<file path="src/rtl/tis_pkg.sv">
// ----------------------------------------------------------------------------
// tis_pkg
// shared types, widths and register codes of the triangle isoline block
// ----------------------------------------------------------------------------
package tis_pkg;

    localparam int COORD_BITS = 16;
    localparam int VAL_BITS   = 16;
    localparam int MAX_LEVELS = 16;
    localparam int CNT_W      = 5;
    localparam int IDX_W      = 4;
    localparam int LVL_W      = 22;
    localparam int MAG_W      = VAL_BITS;
    localparam int TQ_W       = VAL_BITS + 1;
    localparam int DIV_STEPS  = TQ_W;
    localparam int DELTA_W    = COORD_BITS + 1;
    localparam int PROD_W     = DELTA_W + TQ_W + 1;
    localparam int Q_DEPTH    = 4;
    localparam int Q_PTR_W    = 2;
    localparam int CFG_IDX_W  = 2;

    localparam logic [CFG_IDX_W-1:0] CFG_LEVEL_FIRST = 2'd0;
    localparam logic [CFG_IDX_W-1:0] CFG_LEVEL_STEP  = 2'd1;
    localparam logic [CFG_IDX_W-1:0] CFG_LEVEL_COUNT = 2'd2;

    typedef struct packed {
        logic signed [VAL_BITS-1:0]   v;
        logic signed [COORD_BITS-1:0] y;
        logic signed [COORD_BITS-1:0] x;
    } corner_t;

    typedef struct packed {
        corner_t [2:0]            c;
        logic signed [LVL_W-1:0]  level;
        logic [IDX_W-1:0]         idx;
        logic                     last;
        logic [2:0]               above;
    } job_t;

    typedef struct packed {
        logic signed [COORD_BITS-1:0] xa;
        logic signed [COORD_BITS-1:0] ya;
        logic signed [DELTA_W-1:0]    dx;
        logic signed [DELTA_W-1:0]    dy;
    } edge_t;

    typedef struct packed {
        edge_t            e0;
        edge_t            e1;
        logic [IDX_W-1:0] idx;
        logic             last;
    } side_t;

    function automatic logic signed [LVL_W-1:0] sext_val(input logic signed [VAL_BITS-1:0] v);
        sext_val = {{(LVL_W-VAL_BITS){v[VAL_BITS-1]}}, v};
    endfunction

endpackage

</file>
<file path="src/rtl/tis_queue.sv">
// ----------------------------------------------------------------------------
// tis_queue
// short job queue between the level walker and the interpolation pipeline
// ----------------------------------------------------------------------------
module tis_queue (
    input  logic          clk,
    input  logic          rst_n,
    input  logic          push,
    input  tis_pkg::job_t push_job,
    output logic          full,
    input  logic          pop,
    output tis_pkg::job_t pop_job,
    output logic          empty
);

    tis_pkg::job_t                 mem_reg [tis_pkg::Q_DEPTH];
    logic [tis_pkg::Q_PTR_W-1:0]   wr_reg, rd_reg;
    logic [tis_pkg::Q_PTR_W:0]     cnt_reg;

    assign full    = (cnt_reg == (tis_pkg::Q_PTR_W+1)'(tis_pkg::Q_DEPTH));
    assign empty   = (cnt_reg == '0);
    assign pop_job = mem_reg[rd_reg];

    always_ff @(posedge clk or negedge rst_n)
    begin
        if (!rst_n)
        begin
            wr_reg  <= '0;
            rd_reg  <= '0;
            cnt_reg <= '0;
        end
        else
        begin
            if (push)
                wr_reg <= wr_reg + tis_pkg::Q_PTR_W'(1);
            if (pop)
                rd_reg <= rd_reg + tis_pkg::Q_PTR_W'(1);
            if (push && !pop)
                cnt_reg <= cnt_reg + (tis_pkg::Q_PTR_W+1)'(1);
            else if (pop && !push)
                cnt_reg <= cnt_reg - (tis_pkg::Q_PTR_W+1)'(1);
        end
    end

    always_ff @(posedge clk)
    begin
        if (push)
            mem_reg[wr_reg] <= push_job;
    end

    a_no_overflow: assert property (@(posedge clk) disable iff (!rst_n)
        !(push && full && !pop)) else $error("queue overflow");
    a_no_underflow: assert property (@(posedge clk) disable iff (!rst_n)
        !(pop && empty)) else $error("queue underflow");
    a_cnt_bound: assert property (@(posedge clk) disable iff (!rst_n)
        cnt_reg <= (tis_pkg::Q_PTR_W+1)'(tis_pkg::Q_DEPTH)) else $error("queue count");
    a_cnt_step: assert property (@(posedge clk) disable iff (!rst_n)
        (push && !pop) |=> (cnt_reg == $past(cnt_reg) + (tis_pkg::Q_PTR_W+1)'(1)))
        else $error("queue count step");

endmodule

</file>
<file path="config.mk">
export PLATFORM = sky130hd
export DESIGN_NAME = tis_queue
export DESIGN_NICKNAME = d
export VERILOG_FILES = /design/src/rtl/tis_pkg.sv /design/src/rtl/tis_queue.sv
export SDC_FILE = /design/constraint.sdc
export NUM_CORES = 1
export LEC_CHECK = 0
export BUFFER_PORTS_ARGS = -buffer_cell sky130_fd_sc_hd__buf_4
export CAP_MARGIN = 30
export CORE_UTILIZATION = 41
export DETAILED_ROUTE_END_ITERATION = 10
export PLACE_DENSITY = 0.68
export SLEW_MARGIN = 20
export SYNTH_ARGS = -nofsm -noshare
export SYNTH_HDL_FRONTEND = slang
export SYNTH_SLANG_ARGS = --single-unit
</file>
<file path="constraint.sdc">
create_clock -name clk -period 5.7 [get_ports clk]
set_input_delay 1.425 -clock clk [delete_from_list [all_inputs] [get_ports clk]]
set_output_delay 1.425 -clock clk [all_outputs]
set_load 0.05 [all_outputs]
</file>
==> impl_metrics.tcl <==
set metrics [dict create \
    grt_pass1_vias 11978 \
    die_w_um 251 \
    nFillCells 4790 \
    worst_pin_slew_ns 0.960 \
    wirelength_mm 49.5 \
    cts_buffers 73 \
    place_congestion 0.704 \
    layout_setup_ws_ns 1.49 \
    cp_max_fo 43 \
    grt_pass1_wl_mm 74.1 \
    clk_latency_ns 0.60 \
    finalCriticalPeriod_ns 4.21 \
    syn_nets 1127 \
    hold_depth 1 \
    ys.warnings.count 0 \
    port-buffer-count 353 \
    synth_top_area_share 0.819 \
    rr_startpoint "wr_reg[0]$_DFFE_PN0P_" \
    routedWlPerCell_um 22.1 \
    p_int_w 0.0119 \
    fmax_ghz 0.238 \
    setup_tns_ns 0 \
    min_to "cnt_reg[2]$_DFFE_PN0P_" \
    ys_seq_area_frac 0.826 \
    hpwl_mm 29.9 \
    status "finished clean" \
    holdBufCountCts 0 \
    power.density_mw_per_mm2 603 \
    vias 11268 \
    firstDrtPassIters 6 \
    leakagePower_nw 10.6 \
    worstRegToRegCells 4 \
    pin_count 354 \
    synth_top_area_cell "edfxtp_1" \
    rr_endpoint "mem_reg[0][159]$_DFFE_PP_" \
    synth_seq_cells 703 \
    synth_edf_count 696 \
    p_switching_w 0.00712 \
    drive_gt1_frac 0.463 \
    drt_iter0_drc 581 \
    synthToLayoutAreaGrowth_pct 23.5 \
    cts_max_level 3 \
    cts_max_path_buffers 3 \
    finalHoldViolCount 0 \
    largest_reg_flops 696 \
    seqPwrFrac 0.374 \
    critical_path_class "flip-flop to output port" \
    combPwrFrac 0.393 \
    antenna_found_initial 3 \
    drc 0 \
    grt_max_degree 79 \
    yosys-top-cells-count "edfxtp_1, mux4_2, buf_2, buf_6, dfrtp_1" \
    track_usage 0.158 \
    pre_cts_slack_ns 2.00 \
    ys_top_cells_by_area "edfxtp_1, mux4_2, buf_6, dfrtp_1, buf_2" \
    rsz0062_at_grt "no" \
    relSlewSlack 0.360 \
    final.setup_skew_ns 0.0234 \
    setup_viol_count_final 0 \
    cts-resized-gates 0 \
    post-cts-setup-buffer-count 0 \
    holdWs_ns 0.496 \
    clockPowerShare 0.232 \
    cap_viol_max_count 0 \
    p_sw_frac 0.375 \
    coreArea_mm2 0.0616 \
    viasPerCell 5.03 \
    synth_area_mm2 0.0255 \
    holdCritPathClass "flip-flop to flip-flop" \
    cts_tree "done" \
    design_area_mm2 0.0315 \
    numClockSinks 703 \
    required_ns 4.28 \
    fin_nets 1538 \
    gr-total-overflow 0 \
    yosysUniqueCellTypes 20 \
    place_area_mm2 0.0293 \
    cp_data_arrival_time_ns 2.78 \
    path_clk_slew_ns 0.05 \
    avgSynthCellArea_um2 27.1 \
    rrSetupSlack_ns 3.47 \
    worst_setup_path_start_kind "flip-flop" \
    cts_root_buf "clkbuf_16" \
    peakVddDrop_uv 428 \
    finalCritPeriodShare 0.738 \
    initial_utilization 0.414 \
    synth.most_common_cell "edfxtp_1" \
    syn_inst 943 \
    fp.dieH_um 251 \
    synth-async-reset-ratio 0.00996 \
    report.final.slew_viol_count 0 \
    diodes 0 \
    cp-end-kind "output port" \
    worstHoldStart "cnt_reg[2]$_DFFE_PN0P_" \
    ant_nets 0 \
    synth_ff_type "edfxtp_1" \
    die_area_mm2 0.0632 \
    row_count 91 \
]
==> metrics by stage <==
stage	cells	power [W]	utilization
global route	2242	0.0197	0.511
finish	2242	0.0190	0.511
CTS	2242	0.0193	0.511
global placement	2113	0.0147	0.475
detailed placement	2116	0.0148	0.475
floorplan	943	0.0126	-
==> power by group through the flow <==
stage / Clock (W) / Combinational [W] / Sequential, W
3_5_place_dp: 0 / 0.00760 / 0.00725
5_1_grt: 0.00472 / 0.00781 / 0.00721
3_3_place_gp: 0 / 0.00756 / 0.00719
4_1_cts: 0.00455 / 0.00763 / 0.00714
2_1_floorplan: 0 / 0.00556 / 0.00706
6_report: 0.00441 / 0.00748 / 0.00711
==> kinds of logic after synthesis <==
group | synth area share
buf+inv | 0.0124
flops | 0.826
mux | 0.154
fa+ha+maj | 0.00324
compound gates | 0.000196
xor+xnor | 0.00206
simple gates | 0.00191
==> area by class of cell <==
type	instances	area, um2	area share
inverters	4	15.0	0.000477
clock buffers	90	1910	0.0607
well taps	837	1050	0.0332
multi-input cells	197	4130	0.131
clock inverters	36	305	0.00969
flip-flops and latches	703	21100	0.669
repair buffers	375	3020	0.0957
==> cell usage in the layout, fill, tap and decap left out, drive strengths merged, types with 4 or more instances in the layout <==
cell type,instances
buf,375
edfxtp,696
clkinv,25
clkbuf,90
and2,4
bufinv,4
xor2,4
clkinvlp,4
ha,5
inv,7
mux4,174
dfrtp,7
==> worst max-delay path: stages (launching register included) <==
cell and delay [ns]:
dfrtp_4 0.94, buf_12 0.38, mux4_2 0.58, buf_4 0.21
==> metal layers <==
| layer | vias to the layer above | routed length (um) | global-route usage |
|---|---|---|---|
| met4 | 6 | 1160 | 0.0549 |
| met5 | - | 43 | 0 |
| met3 | 82 | 3930 | 0.0534 |
| li1 | 4929 | - | - |
| met2 | 302 | 24600 | 0.255 |
| met1 | 5949 | 19800 | 0.200 |
==> worst max-delay path by stage <==
stage                                startpoint                 endpoint  slack, ns  cells past startpoint
final                     rd_reg[0]$_DFFE_PN0P_              pop_job[60]       1.49                      3
after global routing      rd_reg[0]$_DFFE_PN0P_               pop_job[0]       1.28                      3
after CTS                 rd_reg[0]$_DFFE_PN0P_              pop_job[71]       1.33                      3
after detailed placement  rd_reg[0]$_DFFE_PN0P_             pop_job[164]       2.00                      3
after global placement    rd_reg[0]$_DFFE_PN0P_               pop_job[0]       2.00                      3
after floorplan                            push  mem_reg[3][0]$_DFFE_PP_       1.68                      1
No activity file was read; power rests on OpenSTA's default activity.
