File: src/rtl/tis_pkg.sv
// ----------------------------------------------------------------------------
// tis_pkg
// shared types, widths and register codes of the triangle isoline block
// ----------------------------------------------------------------------------
package tis_pkg;

    localparam int COORD_BITS = 16;
    localparam int VAL_BITS   = 16;
    localparam int MAX_LEVELS = 16;
    localparam int CNT_W      = 5;
    localparam int IDX_W      = 4;
    localparam int LVL_W      = 22;
    localparam int MAG_W      = VAL_BITS;
    localparam int TQ_W       = VAL_BITS + 1;
    localparam int DIV_STEPS  = TQ_W;
    localparam int DELTA_W    = COORD_BITS + 1;
    localparam int PROD_W     = DELTA_W + TQ_W + 1;
    localparam int Q_DEPTH    = 4;
    localparam int Q_PTR_W    = 2;
    localparam int CFG_IDX_W  = 2;

    localparam logic [CFG_IDX_W-1:0] CFG_LEVEL_FIRST = 2'd0;
    localparam logic [CFG_IDX_W-1:0] CFG_LEVEL_STEP  = 2'd1;
    localparam logic [CFG_IDX_W-1:0] CFG_LEVEL_COUNT = 2'd2;

    typedef struct packed {
        logic signed [VAL_BITS-1:0]   v;
        logic signed [COORD_BITS-1:0] y;
        logic signed [COORD_BITS-1:0] x;
    } corner_t;

    typedef struct packed {
        corner_t [2:0]            c;
        logic signed [LVL_W-1:0]  level;
        logic [IDX_W-1:0]         idx;
        logic                     last;
        logic [2:0]               above;
    } job_t;

    typedef struct packed {
        logic signed [COORD_BITS-1:0] xa;
        logic signed [COORD_BITS-1:0] ya;
        logic signed [DELTA_W-1:0]    dx;
        logic signed [DELTA_W-1:0]    dy;
    } edge_t;

    typedef struct packed {
        edge_t            e0;
        edge_t            e1;
        logic [IDX_W-1:0] idx;
        logic             last;
    } side_t;

    function automatic logic signed [LVL_W-1:0] sext_val(input logic signed [VAL_BITS-1:0] v);
        sext_val = {{(LVL_W-VAL_BITS){v[VAL_BITS-1]}}, v};
    endfunction

endpackage

File: src/rtl/tis_front.sv
// ----------------------------------------------------------------------------
// tis_front
// walks the contour levels of one triangle and queues the crossing ones
// ----------------------------------------------------------------------------
module tis_front (
    input  logic                                clk,
    input  logic                                rst_n,
    input  logic                                in_valid,
    output logic                                in_ready,
    input  tis_pkg::corner_t [2:0]              in_tri,
    input  logic signed [tis_pkg::VAL_BITS-1:0] level_first,
    input  logic [tis_pkg::VAL_BITS-1:0]        level_step,
    input  logic [tis_pkg::CNT_W-1:0]           level_count,
    output logic                                push,
    output tis_pkg::job_t                       job,
    input  logic                                full
);

    logic                                  busy_reg, busy_next;
    logic [tis_pkg::IDX_W-1:0]             idx_reg, idx_next;
    logic signed [tis_pkg::LVL_W-1:0]      level_reg, level_next;
    tis_pkg::corner_t [2:0]                tri_reg;
    logic [tis_pkg::CNT_W-1:0]             n_eff;
    logic signed [tis_pkg::LVL_W-1:0]      level_up;
    logic [2:0]                            above, above_up;
    logic                                  crossing, crossing_up, last_i, go, done, accept;

    assign n_eff = (level_count > tis_pkg::CNT_W'(tis_pkg::MAX_LEVELS))
                 ? tis_pkg::CNT_W'(tis_pkg::MAX_LEVELS) : level_count;
    assign level_up = level_reg + $signed({{(tis_pkg::LVL_W-tis_pkg::VAL_BITS){1'b0}}, level_step});

    always_comb
    begin
        for (int k = 0; k < 3; k++)
        begin
            above[k]    = tis_pkg::sext_val(tri_reg[k].v) >= level_reg;
            above_up[k] = tis_pkg::sext_val(tri_reg[k].v) >= level_up;
        end
    end

    assign crossing    = (above != 3'b000) && (above != 3'b111);
    assign crossing_up = (above_up != 3'b000) && (above_up != 3'b111);
    assign last_i   = ({1'b0, idx_reg} == (n_eff - tis_pkg::CNT_W'(1)));
    assign go       = busy_reg && (!crossing || !full);
    assign done     = go && last_i;
    assign in_ready = !busy_reg || done;
    assign accept   = in_valid && in_ready;
    assign push     = busy_reg && crossing && !full;

    assign job.c     = tri_reg;
    assign job.level = level_reg;
    assign job.idx   = idx_reg;
    assign job.last  = last_i || !crossing_up;
    assign job.above = above;

    always_comb
    begin
        busy_next  = busy_reg;
        idx_next   = idx_reg;
        level_next = level_reg;
        if (go)
        begin
            idx_next   = idx_reg + tis_pkg::IDX_W'(1);
            level_next = level_up;
        end
        if (done)
            busy_next = 1'b0;
        if (accept)
        begin
            busy_next  = (n_eff != '0);
            idx_next   = '0;
            level_next = tis_pkg::sext_val(level_first);
        end
    end

    always_ff @(posedge clk or negedge rst_n)
    begin
        if (!rst_n)
        begin
            busy_reg <= 1'b0;
        end
        else
        begin
            busy_reg <= busy_next;
        end
    end

    always_ff @(posedge clk)
    begin
        idx_reg   <= idx_next;
        level_reg <= level_next;
        if (accept)
            tri_reg <= in_tri;
    end

endmodule

File: config.mk
export PLATFORM = sky130hd
export DESIGN_NAME = tis_front
export DESIGN_NICKNAME = d
export VERILOG_FILES = /design/src/rtl/tis_pkg.sv /design/src/rtl/tis_front.sv
export SDC_FILE = /design/constraint.sdc
export NUM_CORES = 1
export LEC_CHECK = 0
export BUFFER_PORTS_ARGS = -buffer_cell sky130_fd_sc_hd__buf_4
export CAP_MARGIN = 20
export CORE_MARGIN = 10
export CORE_UTILIZATION = 35
export DETAILED_ROUTE_END_ITERATION = 12
export GPL_TIMING_DRIVEN = 0
export SETUP_SLACK_MARGIN = 0.5
export SLEW_MARGIN = 40
export SYNTH_ARGS = -nofsm -noshare
export SYNTH_HDL_FRONTEND = slang
export SYNTH_SLANG_ARGS = --single-unit
File: constraint.sdc
create_clock -name clk -period 4.9 [get_ports clk]
set_input_delay 0 -clock clk [delete_from_list [all_inputs] [get_ports clk]]
set_output_delay 0 -clock clk [all_outputs]
set_load 0.005 [all_outputs]
==> metrics.txt, run 1 <==
outcome=complete, but fails checks; failing checks=negative setup slack; register area share after synthesis=53.8%; Clock Sinks=~170; Slew Limit Headroom=58.0%; #FFs+latches synth=171; async set-reset flop share out of synthesis=less than 1%; crit path cell chain=ha_4 > o211ai_1 > o211ai_1 > a41oi_2 > nor2b_4 > o21bai_1 > a21oi_2 > buf_4 > xnor2_4 > ha_1 > nand3_2 > nor3_1 > and3_1 > a211oi_2 > o21ai_1 > inv_1 > o211ai_2 > o211ai_1 > and3_1 > or3_4 > buf_6; # IOs=361; CTS Buffer Depth=2; Die Width=about 180 µm; syn avg cell area=13.2 µm²; # DRC=0; All-Layer GR Usage=around a fifth; via/cell ratio=approximately 4.9; wire per inst=between 20 and 25 µm; # setup viols final=1; worst endpoint required time=roughly 4.9 ns; measured slew at the worst slew-check pin=0.623 ns; crit share post-route=101%; Pre-Repair DR Iteration Count=4; minimum clock period=4.95 ns; initial antenna violation count=1; first-pass GRT wire length=approximately 52000 µm; Routed WL=34800 µm; Setup crit end kind=primary output; final worst setup slack=-0.0487 ns; Critical Path Fanout Max=4; unrepaired setup endpoints after global routing=yes; most used cell, CP=o211ai_1; Crit path depth=21; crit path capture=job[3]; P per Cell Area=between 500 and 600 nW/µm²; PortBufs=~360; fin. max-slew vios=0; H-tree levels=4; CTS tree=built; critical path's largest stage delay=0.44 ns; capturing point of the worst reg2reg path=level_reg[12]; Final nets=approximately 1600; synthesized area=approximately 9500 µm²; Post-synth EDFFs=between 150 and 200; Highest Clock Rate=roughly 200 MHz; max reg flops=about 140; Buffers & Inverters on Critical Path=3; CP Data Arrival Time=slightly below 5 ns; post-route ant nets=0; total power=8.02 mW; initial drt markers=roughly 340; row count=60; cts bufs inserted=17; Via Count=roughly 8000; Hold Crit Class=in -> reg; static leakage=6.78 nW; grt total ovfl=0; Post-Syn Nets=about 1000; peak supply drop=approximately 250 µV; vias in the first global route=8776; MaxCap Viol Count=0; effective utilization at floorplan=around a third; Unique masters post-synth=61; dpl hpwl=between 20000 and 30000 µm; Multi-input gate area=approximately 4400 µm²; Hold WS=between 0.05 and 0.06 ns; Worst Skew=0.0269 ns; Yosys warning total=0; cell family with most CP delay=simple AND/OR/NAND/NOR gates; area grow syn2layout=62.0%; Die Ht=approximately 180 µm; buffer type at the clock tree root=clkbuf_16; ys flop type=edfxtp_1; Die ar.=34000 µm²; DP Worst Slack=-0.593 ns; Startpoint Class=register; kind of critical path=reg -> out; CORE AREA=between 20000 and 30000 µm²; share of cells above drive strength 1=between 30% and 40%; Register-to-Register Path Depth=14; Final Util=between 50% and 60%; Worst path slowest cell=edfxtp_1; r2r startpoint=level_reg[20]; Reg area=around 5100 µm²; Hold Fails Final Rpt=0; Post-Syn Instances=between 700 and 800; largest net degree at the start of global routing=74; fillers=about 2200; clk_lat worst skew=approximately 0.44 ns; slack of the worst reg-to-reg path=about 0.85 ns; GPL Wtd Cong=between 0.8 and 0.9; Worst-path clk slew=approximately 0.080 ns; Crit. Startpoint=level_reg[4]
-- logic make-up (layout without fill, tap and decap cells) --
| kind of cell | count (synthesis) | count (layout) | share of synthesized area, % |
|---|---|---|---|
| flops | 171 | 171 | 53.8 |
| compound gates | 167 | 167 | 12.6 |
| fa+ha+maj | 137 | 137 | 18.2 |
| simple gates | 127 | 127 | 7.52 |
| buf+inv | 67 | 642 | 2.75 |
| mux | 26 | 26 | 2.92 |
| xor+xnor | 24 | 24 | 2.22 |
| other cells | 0 | 1 | 0 |
-- worst reg2reg max path, cell delays in order (launching register included) --
cell	delay, ns
edfxtp_1	0.35
clkbuf_1	0.29
inv_1	0.18
ha_1	0.33
nand4_1	0.15
or4_1	0.57
a21oi_1	0.13
nor2_1	0.06
a31oi_2	0.30
and2_1	0.21
mux2i_4	0.12
a31oi_4	0.35
buf_8	0.26
buf_16	0.29
mux2i_1	0.20
-- Yosys cell counts, types with 2 or more instances --
cell,instances,area share [%]
a2111o_1,3,0.36
a211oi_1,11,0.87
a21o_1,43,3.4
a21oi_1,40,2.1
a221oi_1,2,0.19
a22o_1,2,0.19
a31oi_1,5,0.33
a41oi_1,2,0.19
and2_1,4,0.26
and3_1,5,0.33
and4_1,5,0.46
buf_4,2,0.16
clkbuf_1,3,0.12
dfxtp_1,4,0.85
edfxtp_1,166,53
ha_1,136,18
inv_1,61,2.4
mux2_2,3,0.36
mux2i_1,22,2.3
nand2_1,17,0.67
nand2b_1,13,0.86
nand3_1,13,0.69
nand4_1,18,1.2
nand4b_1,2,0.19
nor2_1,20,0.79
nor2b_1,7,0.46
nor3_1,12,0.63
nor4_1,2,0.13
nor4b_1,2,0.19
o211ai_1,7,0.56
o21a_1,8,0.63
o21ai_0,19,1.0
o21bai_1,5,0.40
o22a_1,2,0.19
o22ai_1,3,0.20
o31ai_1,2,0.16
or4_1,2,0.16
xnor2_1,13,1.2
xor2_1,11,1.0
-- area by class of cell --
class	instances	share of cell area, %
Sequential cell	171	33.2
Timing Repair Buffer	543	29.5
Multi-Input combinational cell	481	28.8
Tap cell	341	2.78
Clock buffer	17	2.77
Inverter	61	1.49
Clock inverter	15	1.10
Buffer	6	0.318
Antenna cell	1	0.0163
-- metal layers --
metal	vias up	track usage, %	wire (µm)
li1	3913	-	-
met1	3806	22.3	13400
met2	270	36.2	18000
met3	34	6.64	2690
met4	0	6.16	736
met5	-	0	0
-- placed cells by master (no fill, tap or decap), types with 12 or more instances in the layout --
| master | instances |
|---|---|
| edfxtp_1 | 166 |
| a21oi_1 | 36 |
| nand2b_1 | 12 |
| dlygate4sd3_1 | 163 |
| buf_4 | 378 |
| a21o_1 | 43 |
| inv_1 | 60 |
| nand2_1 | 16 |
| o21ai_0 | 16 |
| mux2i_1 | 22 |
| ha_1 | 128 |
| nand4_1 | 18 |
| nor2_1 | 20 |
| clkbuf_16 | 17 |
-- metrics by stage --
stage / instance area [µm²] / setup TNS, ns / std cells
floorplan: 9470 / 0 / 719
finish: 15300 / -0.0487 / 1636
CTS: 15300 / -0.0150 / 1633
global route: 15300 / -0.281 / 1636
global placement: 12600 / -30.37 / 1419
detailed placement: 12600 / -0.593 / 1421
-- power by group --
group	switching (mW)	total (mW)	internal [mW]
Sequential	0.194	2.14	1.94
Combinational	2.40	4.49	2.10
Clock	0.702	1.39	0.688
-- worst min path at each step --
stage                          to             from  cells after the start
finish              level_reg[21]  level_first[15]                      3
global route         level_reg[0]    level_step[0]                      3
CTS                 level_reg[21]  level_first[15]                      3
detailed placement       busy_reg            rst_n                      1
global placement         busy_reg            rst_n                      1
floorplan                busy_reg            rst_n                      0
-- what timing repair did --
| action | 4_1_cts | 5_1_grt |
|---|---|---|
| endpoints found under the hold margin | 161 | 0 |
| hold buffers | 163 | 0 |
| resized for setup | 47 | 6 |
| pin swaps | 23 | 9 |
| gates cloned | 0 | 0 |
| setup buffers | 17 | 2 |
| endpoints found under the setup margin | 1 | 6 |
Power figures use the tool's default switching activity.
==> run 2, diff against run 1 <==
Settings changed: RECOVER_POWER set to 100.
==> metrics.txt, run 2 (synthesized netlist as in run 1, its figures left out) <==
unrepaired setup endpoints after global routing=yes; first-pass GRT wire length=about 52000 µm; Die Width=184 µm; buffer type at the clock tree root=clkbuf_16; max reg flops=between 100 and 150; Hold Crit Class=in -> reg; CORE AREA=26800 µm²; GPL Wtd Cong=0.834; Startpoint Class=register; kind of critical path=reg -> out; area grow syn2layout=57.5%; outcome=complete, but fails checks; initial antenna violation count=1; PortBufs=~360; failing checks=negative setup slack; fin cells=~1600; largest net degree at the start of global routing=74; effective utilization at floorplan=35.3%; Placed Area=between 10000 and 15000 µm²; Slew Limit Headroom=about three fifths; Die Ht=184 µm; Final nets=between 1500 and 2000; Placed Instances=approximately 1400; Die ar.=roughly 34000 µm²; post-route ant nets=0; wire per inst=21.0 µm; CTS Buffer Depth=2; share of cells above drive strength 1=between 20% and 30%; CP Data Arrival Time=just under 5 ns; peak supply drop=252 µV; Buffers & Inverters on Critical Path=1; final worst setup slack=-0.0222 ns; row count=60; most common cell after layout, fill and taps aside=clkbuf_4; All-Layer GR Usage=approximately a fifth; via/cell ratio=between 4 and 5; worst endpoint required time=slightly below 5 ns; Routed WL=around 34000 µm; Worst Skew=roughly 0.022 ns; crit share post-route=100%; static leakage=~6.3 nW; Via Count=7998; crit path cell chain=ha_4 > o211ai_1 > o211ai_1 > a41oi_2 > nor2b_4 > o21bai_1 > a21oi_2 > o21bai_1 > a21oi_2 > xor2_2 > ha_1 > nand2_2 > nor3_4 > and4_4 > o21ai_2 > nand3_2 > a41oi_2 > o311ai_2 > mux2i_1 > and3_1 > or3_4 > buf_6; P per Cell Area=about 530 nW/µm²; # DRC=0; H-tree levels=4; Clock Sinks=171; final instance area=14900 µm²; grt total ovfl=0; fillers=about 2300; clk_lat worst skew=roughly 0.44 ns; # IOs=361; most frequent cells in the layout=198 x clkbuf_4, 166 x edfxtp_1, 163 x dlygate4sd3_1; Highest Clock Rate=203 MHz; MaxCap Viol Count=0; critical path's largest stage delay=0.44 ns; dpl hpwl=about 27000 µm; Setup TNS=-0.0222 ns; fin. max-slew vios=0; Setup crit end kind=primary output; Hold WS=a little under 0.05 ns; CTS tree=built; cts bufs inserted=17; Worst path slowest cell=edfxtp_1; Worst-path clk slew=~0.080 ns; Pre-Repair DR Iteration Count=4; cell family with most CP delay=compound AO/OA/AOI/OAI gates; initial drt markers=288; minimum clock period=just under 5 ns; vias in the first global route=just under 9000; # setup viols final=1; measured slew at the worst slew-check pin=between 0.6 and 0.7 ns; Hold Fails Final Rpt=0; Critical Path Fanout Max=4
run 2: cell count changes in the layout (fill, tap and decap cells not counted), sizes merged:
cell	previous run	this run
buf	383	72
clkbuf	20	331
run 2: metrics by stage:
step           setup WS [ns]  power [mW]  utilization [%]
4_1_cts              -0.0150        7.98             57.0
3_5_place_dp          -0.593        6.01             47.2
3_3_place_gp          -0.558        5.91             47.0
2_1_floorplan          0.675        4.59                -
5_1_grt               -0.281        8.55             55.6
6_report             -0.0222        7.91             55.6
run 2: area by class of cell:
type	instances	area [µm²]	share of cell area (%)
Antenna cell	1	2.50	0.0168
Buffer	6	48.8	0.327
Clock buffer	17	425	2.85
Clock inverter	15	169	1.13
Inverter	61	229	1.54
Multi-Input combinational cell	481	4420	29.6
Sequential cell	171	5090	34.1
Tap cell	341	427	2.86
Timing Repair Buffer	543	4100	27.5
run 2: power by group:
| part | switching, mW | internal [mW] |
|---|---|---|
| Combinational | 2.39 | 2.00 |
| Sequential | 0.189 | 1.94 |
| Clock | 0.699 | 0.688 |
| Total | 3.28 | 4.63 |
run 2: worst paths after layout:
check / startpoint / end / slack, ns / depth (start not counted)
hold / removal: level_first[15] / level_reg[21] / 0.05 / 3
setup / recovery: level_reg[4] / job[3] / -0.02 / 22
min in group asynchronous: rst_n / busy_reg / 0.43 / 3
max in group asynchronous: rst_n / busy_reg / 4.37 / 3
setup reg to reg: level_reg[20] / level_reg[12] / 0.86 / 14
hold reg to reg: idx_reg[3] / idx_reg[3] / 0.59 / 2
run 2: timing repair:
item,CTS,global route
pin swaps,23,9
endpoints found under the hold margin,161,0
buffers inserted,17,2
hold buffers,163,0
setup endpoints to repair,1,6
resized for setup,47,6
run 2: layer usage:
metal / GRT usage, % / up-vias / wire length [µm]
li1: - / 3914 / -
met1: 22.3 / 3795 / 13100
met2: 36.2 / 258 / 18000
met3: 6.64 / 31 / 2660
met4: 6.16 / 0 / 682
met5: 0 / - / 0
run 2: tightest hold or removal path, delay by kind of cell:
| kind | cells | cell delay [ns] |
|---|---|---|
| buf+inv | 2 | 0.20 |
| mux | 1 | 0.16 |
